`config.mk`:
```
export PLATFORM = sky130hd
export DESIGN_NAME = apsp_csr
export DESIGN_NICKNAME = d
export VERILOG_FILES = /design/src/sv/apsp_pkg.sv /design/src/sv/apsp_csr.sv
export SDC_FILE = /design/constraint.sdc
export NUM_CORES = 1
export LEC_CHECK = 0
export BUFFER_PORTS_ARGS = -buffer_cell sky130_fd_sc_hd__buf_2
export CAP_MARGIN = 20
export CORE_MARGIN = 10
export CORE_UTILIZATION = 31
export CTS_BUF_LIST = sky130_fd_sc_hd__clkbuf_8
export CTS_CLUSTER_SIZE = 40
export DETAILED_ROUTE_END_ITERATION = 12
export PLACE_DENSITY = 0.86
export SLEW_MARGIN = 25
export SYNTH_ARGS = -nofsm -noshare
export SYNTH_HDL_FRONTEND = slang
export SYNTH_SLANG_ARGS = --single-unit
```
`constraint.sdc`:
```
create_clock -name clock -period 0.8 [get_ports clock]
set_clock_uncertainty 0.05 [all_clocks]
set_input_delay 0.08 -clock clock [delete_from_list [all_inputs] [get_ports clock]]
set_output_delay 0.08 -clock clock [all_outputs]
set_load 0.03 [all_outputs]
```
`src/sv/apsp_pkg.sv`:
```
// shared types, command codes and arithmetic helpers for the shortest path block
package apsp_pkg;

   typedef enum logic [1:0] {
      CMD_CLEAR = 2'd0,
      CMD_LOAD  = 2'd1,
      CMD_RUN   = 2'd2,
      CMD_QUERY = 2'd3
   } cmd_type;

   typedef struct packed {
      cmd_type            cmd;
      logic [5:0]         src_vertex;
      logic [5:0]         dst_vertex;
      logic signed [15:0] edge_weight;
   } req_type;

   typedef struct packed {
      logic signed [31:0] distance;
      logic               unreachable;
      logic [5:0]         predecessor;
      logic               negative_cycle;
      logic [5:0]         cycle_vertex;
   } rsp_type;

   // register word index taken from paddr[2]
   localparam logic       CSR_IDX_NUM_VERTICES = 1'b0;
   localparam logic [6:0] NUM_VERTICES_RESET   = 7'd64;

   // 32-bit add that clamps to the signed range
   function automatic logic signed [31:0] sat_add(input logic signed [31:0] a,
                                                  input logic signed [31:0] b);
      logic signed [32:0] sum;
      sum = {a[31], a} + {b[31], b};
      if (sum[32] != sum[31]) begin
         sat_add = sum[32] ? 32'sh8000_0000 : 32'sh7fff_ffff;
      end else begin
         sat_add = sum[31:0];
      end
   endfunction

endpackage

```
`src/sv/apsp_csr.sv`:
```
// register port holding the active vertex count
module apsp_csr (
   input  logic        clock,
   input  logic        reset,
   input  logic        psel,
   input  logic        penable,
   input  logic        pwrite,
   input  logic [2:0]  paddr,
   input  logic [31:0] pwdata,
   output logic [31:0] prdata,
   output logic        pready,
   output logic [6:0]  num_vertices
);
   import apsp_pkg::*;

   logic [6:0] num_vertices_ff;
   logic [6:0] num_vertices_in;

   always_comb begin
      num_vertices_in = num_vertices_ff;
      if (psel && penable && pwrite && (paddr[2] == CSR_IDX_NUM_VERTICES)) begin
         num_vertices_in = pwdata[6:0];
      end
   end

   always_ff @(posedge clock) begin
      if (reset) begin
         num_vertices_ff <= NUM_VERTICES_RESET;
      end else begin
         num_vertices_ff <= num_vertices_in;
      end
   end

   assign prdata       = (paddr[2] == CSR_IDX_NUM_VERTICES) ? 32'(num_vertices_ff) : 32'd0;
   assign pready       = 1'b1;
   assign num_vertices = num_vertices_ff;

endmodule

```
* Word-level counts from Yosys, hierarchy flattened *
Cells that the tools add are included.
W data, S select, Z words.

storage, ports and cells
  register bits = 7
  bits of input ports = 40
  output and inout bits = 40
  logic and storage cells = 6

cells by class
  multiplexer cells = 1
  bitwise logic cells = 1
  reductions and logical operators = 3

operators with widths
  operator             count
  $mux W7              1
  $logic_and A1 B1 Y1  3
  $not A1 Y1           1

* Longest topological paths before layout *
Gate-level depths: netlist (run 1).

  word-level depth = 3
  depth in mapped cells = 3
  mapped depth without buffers = 2

* Worst setup path before layout (run 1) *
OpenSTA, ideal clock, no wires.

  kind = register to output
  from = register num_vertices_ff[0] (netlist: num_vertices[0])
  to = output prdata[0]
  arrival = 0.785 ns
  required time = 0.670 ns
  setup slack = -0.115 ns
  cell stages (with the launch flop) = 2
  path buffers = 0
  cells stage by stage = dfxtp_1 > and2b_2

between the ends
  cells in the longest elaborated chain, start to end = 1

ends and longest elaborated chain
  item                      RTL line        source
  start: declaration        apsp_csr.sv:16  logic [6:0] num_vertices_ff;
  start signal: assignment  apsp_csr.sv:30  num_vertices_ff <= num_vertices_in;
  $mux W7                   apsp_csr.sv:34  assign prdata = (paddr[2] == CSR_IDX_NUM_VERTICES) ? 32'(num_vertices_ff) : 32'd0;
  end: declaration          apsp_csr.sv:10  output logic [31:0] prdata,

Every way passes these cells.

* Final worst setup path (run 1) *
  from = register num_vertices_ff[2] (netlist: num_vertices[2])
  to = output prdata[2]

The elaborated chain is that of the path after synthesis.

==> results of run 1 <==
[cells by family (layout without fill, tap and decap cells)]
family	after synthesis	after routing	synth area share
buffers and inverters	28	39	0.361
other	2	26	0.0129
multiplexers	7	7	0.120
AND/OR/NAND/NOR	22	22	0.265
flip-flops	7	7	0.241
[metrics by stage]
step / hold WS (ns) / setup TNS (ns)
3_5_place_dp: 0.292 / -1.01
5_1_grt: 0.0837 / -2.14
2_1_floorplan: 0.177 / 0
3_3_place_gp: 0.287 / -0.757
4_1_cts: 0.0589 / -1.85
6_report: 0.0625 / -1.73
[worst paths after layout]
kind	endpoint	start	cells after the start	slack, ns
min reg2reg	num_vertices[2]	num_vertices[2]	2	0.44
max reg2reg	num_vertices[0]	num_vertices[0]	4	0
min	num_vertices[5]	pwdata[5]	3	0.06
max	prdata[2]	num_vertices[2]	2	-0.20
[layout make-up]
cell class              instances  area share
clock inverters                 1     0.00439
clock buffers                   3      0.0483
multi-input cells              55       0.385
flip-flops and latches          7       0.174
well taps                      25      0.0366
repair buffers                 35       0.351
[where the power goes]
part           internal, W  leakage, nW  switching, W
logic            0.0000937        0.361      0.000240
clock network     0.000330       0.0269      0.000135
registers         0.000360       0.0591    0.00000584
total             0.000784        0.447      0.000380
[metal layers]
metal,track usage,wire [µm]
met1,0.0553,525
met2,0.129,773
met3,0.0671,236
met4,0,0
met5,0,0
[timing repair]
item	4_1_cts	5_1_grt
endpoints found under the setup margin	14	15
setup buffers	4	2
pin swaps	0	0
gates resized for setup	25	8
[cells in the final DEF, fill, tap and decap left out, drive strengths merged]
cell type  count
buf           35
and4b          1
inv            1
mux2i          7
nor2           2
dfxtp          7
nand2b        12
clkbuf         3
and2b          7
conb          26
[worst register-to-register path, stage by stage, from the launching register on]
cell and delay [ns]:
dfxtp_2 0.31, buf_6 0.11, buf_6 0.11, nand2b_4 0.05
mux2i_1 0.06
==> run summary, run 1 <==
via count: 454
site row count: 15
startpoint types: flip-flop
number of enable flip-flop cells after synthesis: 0
post-synthesis register bit count: 7
sequential cell area fraction in the yosys report: 0.241
dpl cell area: 654 µm²
clk_lat worst skew: 0.22 ns
fin. max-slew vios: 0
mapped cell area: 582 µm²
cell leakage power: 0.447 nW
clock root buffer: clkbuf_8
Multi-input gate area: 329 µm²
dominant synthesized flop cell: dfxtp_1
Core ar.: 1750 µm²
number of flip-flops in the largest register: 7
Final Hold Viols: 0
drt first pass iters: 2
Routed Antenna Nets: 0
initial drt markers: 2
Die Y: 63.3 µm
peak per-stage delay on the critical path: 0.32 ns
final WL: 1540 µm
Synth cell types: 10
final setup margin: -0.199 ns
Reg clk slew, reported paths: 0.04 ns
post-route cell area: 855 µm²
Crit. End Element: output pin
PD cells: 1360 nW/µm²
Crit-path slowest cell: dfxtp_2
area leader, netlist: buf_4
GR Overflow Total: 0
minimum period implied by the final worst setup slack: 0.999 ns
DIE AREA: 4010 µm²
Final Cycle Share: 1.25
fmax: 1.00 GHz
WS Path Type: reg2out
global-route wire length before repair: 2290 µm
RSZ-0062 raised after global routing: yes
Sink Count: 7
Via density: 3.60
# diodes: 0
RePlAce Congestion: 0.631
initial antenna violation count: 0
dpl cells: 116
Ports: 80
Max rail drop VDD: 1.51 mV
Routed WL per cell: 12.2 µm
largest net degree at the start of global routing: 15
Layout Cells excl Fill: 126
Area Growth Syn to Fin: 46.9%
Worst Path Arrival: 0.87 ns
Post-CTS Hold Fix Bufs: 0
final core occ: 0.490
outcome: finished, violations left
failing checks: setup timing
GRT Overall Usage: 0.0700
asr flop ratio synth: 0
DIE WIDTH: 63.3 µm
Synth warnings: 0
Worst path top cell family by delay: flip-flops
ranking of synthesized cells by area: buf_4 (34%), dfxtp_1 (24%), nand2b_1 (13%)
share of layout cells above drive strength 1: 0.525
DR DRC count: 0
Pwr Total: 0.00116 W
H-tree Lvls: 1
Post-layout nets: 142
Max Cap Violations: 0
Buf/Inv on CP: 1
Initial Util: 0.333
most numerous cell in the Yosys netlist: buf_4
CTS buffer count: 3
crit path max fanout: 3
share of the synthesized area in the top cell type: 0.335
mean post-synth cell area: 8.82 µm²
most instantiated cells after synthesis: buf_4 (26), nand2b_1 (12), and2b_2 (7), dfxtp_1 (7), mux2i_1 (7)
Worst Path Required: 0.67 ns
Mapped Cells: 66
vias in the first global route: 513
Setup Viol. Count Final: 15
pre-CTS setup slack: -0.117 ns
number of fill cells: 172
CTS tree: yes
Sequential Area: 149 µm²
Hold WC Path Type: in2reg
worst path cell trace: and2b_2 -> buf_6
Port-buffer cells: 26
CTS Buffer Depth: 2
(Power assumes the default switching activity.)
==> run 2, diff against run 1 <==
--- a/config.mk
+++ b/config.mk
@@ -9,9 +9,10 @@
 export CAP_MARGIN = 20
 export CORE_MARGIN = 10
 export CORE_UTILIZATION = 31
-export CTS_BUF_LIST = sky130_fd_sc_hd__clkbuf_8
+export CTS_BUF_LIST = sky130_fd_sc_hd__clkbuf_4
 export CTS_CLUSTER_SIZE = 40
 export DETAILED_ROUTE_END_ITERATION = 12
+export HOLD_SLACK_MARGIN = 0.1
 export PLACE_DENSITY = 0.86
 export SLEW_MARGIN = 25
 export SYNTH_ARGS = -nofsm -noshare
==> run 2 against run 1 <==
Compared with the run above:
- the flow still finishes with violations (setup timing)
- combinational power increased by 6.0%
- power is 8.7% lower
- highest routed layer unchanged
- sequential power hardly changed
- clock power is 26% lower
- core utilization grew 1.7 points
- flip-flop and latch count unchanged
- non-clock buffer count increased by 5
- cell area rose by 3.5%
- count of clock-buffer cells in the layout is 1 higher
- cell count rose by 4.0%
- wire length rose by 1.6%
- critical endpoint unchanged
==> run summary, run 2 (synthesized netlist as in run 1, its figures left out) <==
via count: 467 (+2.9%)
Worst Path Arrival: 0.90 ns (+0.03 ns)
Reg clk slew, reported paths: 0.05 ns (about the same)
TNS Setup: -2.14 ns (-0.412 ns)
Hold WC Path Type: in2reg
Buf/Inv on CP: 1 (unchanged)
GR Overflow Total: 0 (unchanged)
most common cell after layout, fill and taps aside: conb_1
Post-layout nets: 147 (+3.5%)
CTS Buffer Depth: 2 (unchanged)
met1 wire length: 538 µm (+2.5%)
Pwr Total: 0.00106 W (-8.7%)
routed wl met3: 220 µm (-6.8%)
Via density: 3.56 (-1.1%)
Routed WL per cell: 11.9 µm (-2.3%)
Area Growth Syn to Fin: 52.0%
RePlAce Congestion: 0.631 (unchanged)
worst path cell trace: and2b_2 -> buf_6
CTS tree: yes
initial drt markers: 2 (unchanged)
cell leakage power: 0.478 nW (+6.9%)
Worst R2R Path Depth: 4 (unchanged)
initial antenna violation count: 0 (unchanged)
FF-to-FF Start: num_vertices[1]
Initial Util: 0.333 (unchanged)
minimum period implied by the final worst setup slack: 1.03 ns (+0.0275 ns)
RSZ-0062 raised after global routing: yes
Final Hold Viols: 0 (unchanged)
WHS Endpoint: num_vertices[6]
final WL: 1560 µm (+1.6%)
largest net degree at the start of global routing: 15 (unchanged)
Post-CTS Hold Fix Bufs: 6 (+6)
H-tree Lvls: 1 (unchanged)
Ports: 80 (unchanged)
vias in the first global route: 535 (+4.3%)
Core ar.: 1750 µm² (unchanged)
number of flip-flops in the largest register: 7 (unchanged)
clock root buffer: clkbuf_4
Crit-path slowest cell: dfxtp_2
clk_lat worst skew: 0.24 ns (+0.02 ns)
global-route wire length before repair: 2370 µm (+3.6%)
site row count: 15 (unchanged)
DIE WIDTH: 63.3 µm (unchanged)
startpoint types: flip-flop
PD cells: 1200 nW/µm² (-12%)
Hold Crit Depth: 3 (unchanged)
R2R Setup Slk: 0 ns (unchanged)
Sink Count: 7 (unchanged)
failing checks: setup timing
number of fill cells: 171 (-0.58%)
r2r endpoint: num_vertices[1]
Worst Path Required: 0.67 ns (about the same)
GRT Overall Usage: 0.0722 (+0.00213)
DR DRC count: 0 (unchanged)
# diodes: 0 (unchanged)
Die Y: 63.3 µm (unchanged)
Worst path top cell family by delay: flip-flops
final setup margin: -0.226 ns (-0.0275 ns)
share of layout cells above drive strength 1: 0.491 (-0.0342)
Crit. End Element: output pin
Port-buffer cells: 26 (unchanged)
Final Cycle Share: 1.28 (+0.0344)
final core occ: 0.507 (+0.0172)
outcome: finished, violations left
DR top layer: met3
peak per-stage delay on the critical path: 0.33 ns (about the same)
met2 wire length: 800 µm (+3.5%)
fin. max-slew vios: 0 (unchanged)
Worst Hold Launch: pwdata[6]
DIE AREA: 4010 µm² (unchanged)
crit path max fanout: 3 (unchanged)
fmax: 0.975 GHz (-2.7%)
CTS buffer count: 3 (unchanged)
Setup Viol. Count Final: 14 (-1)
most frequent cells in the layout: conb_1 (26), buf_6 (16), nand2b_1 (12), buf_2 (12)
drt first pass iters: 2 (unchanged)
WS Path Type: reg2out
Max Cap Violations: 0 (unchanged)
Routed Antenna Nets: 0 (unchanged)
Max rail drop VDD: 1.13 mV (-25%)
==> run 2: area by class of cell <==
type	count	area [µm²]	area share
Clock buffer	4	30.0	0.0339
Sequential cell	7	149	0.168
Tap cell	25	31.3	0.0354
Timing Repair Buffer	40	353	0.399
Multi-Input combinational cell	55	322	0.364
==> run 2: worst max-delay path by stage <==
stage / end / startpoint / cells after the start
floorplan: prdata[0] / num_vertices[0] / 1
global placement: num_vertices[0] / paddr[2] / 4
detailed placement: num_vertices[3] / paddr[2] / 4
CTS: prdata[1] / num_vertices[1] / 2
global route: prdata[6] / num_vertices[6] / 2
finish: prdata[2] / num_vertices[2] / 2
==> run 2: repair_timing <==
| item | CTS | global route |
|---|---|---|
| endpoints found under the setup margin | 14 | 18 |
| endpoints found under the hold margin | 7 | 1 |
| setup buffers | 4 | 1 |
| gates resized for setup | 27 | 6 |
| pin swaps | 0 | 0 |
==> run 2: per-layer routing <==
metal / global-route usage / up-vias
met5: 0 / -
met4: 0 / 0
met3: 0.0654 / 0
met2: 0.137 / 34
met1: 0.0563 / 202
li1: - / 231
==> run 2: tightest hold or removal path, delay by kind of cell <==
kind	cells	cell delay, ns
buffers and inverters	1	0.08
and+or+nand+nor	1	0.03
muxes	1	0.11
==> run 2: metrics by stage <==
stage                     worst slack, ns  std cells  hold WS [ns]  instance area (µm²)
after floorplan                   0.00391         90         0.177                  681
after global placement            -0.0703        116         0.287                  654
after detailed placement           -0.117        116         0.292                  654
after CTS                          -0.235        130        0.0452                  858
after global routing               -0.257        131        0.0715                  885
final                              -0.226        131        0.0484                  885
==> run 2: where the power goes <==
part | internal (W) | total [W] | switching (W)
sequential | 0.000359 | 0.000364 | 0.00000566
clock | 0.000224 | 0.000345 | 0.000121
combinational | 0.000111 | 0.000353 | 0.000242
total | 0.000693 | 0.00106 | 0.000369
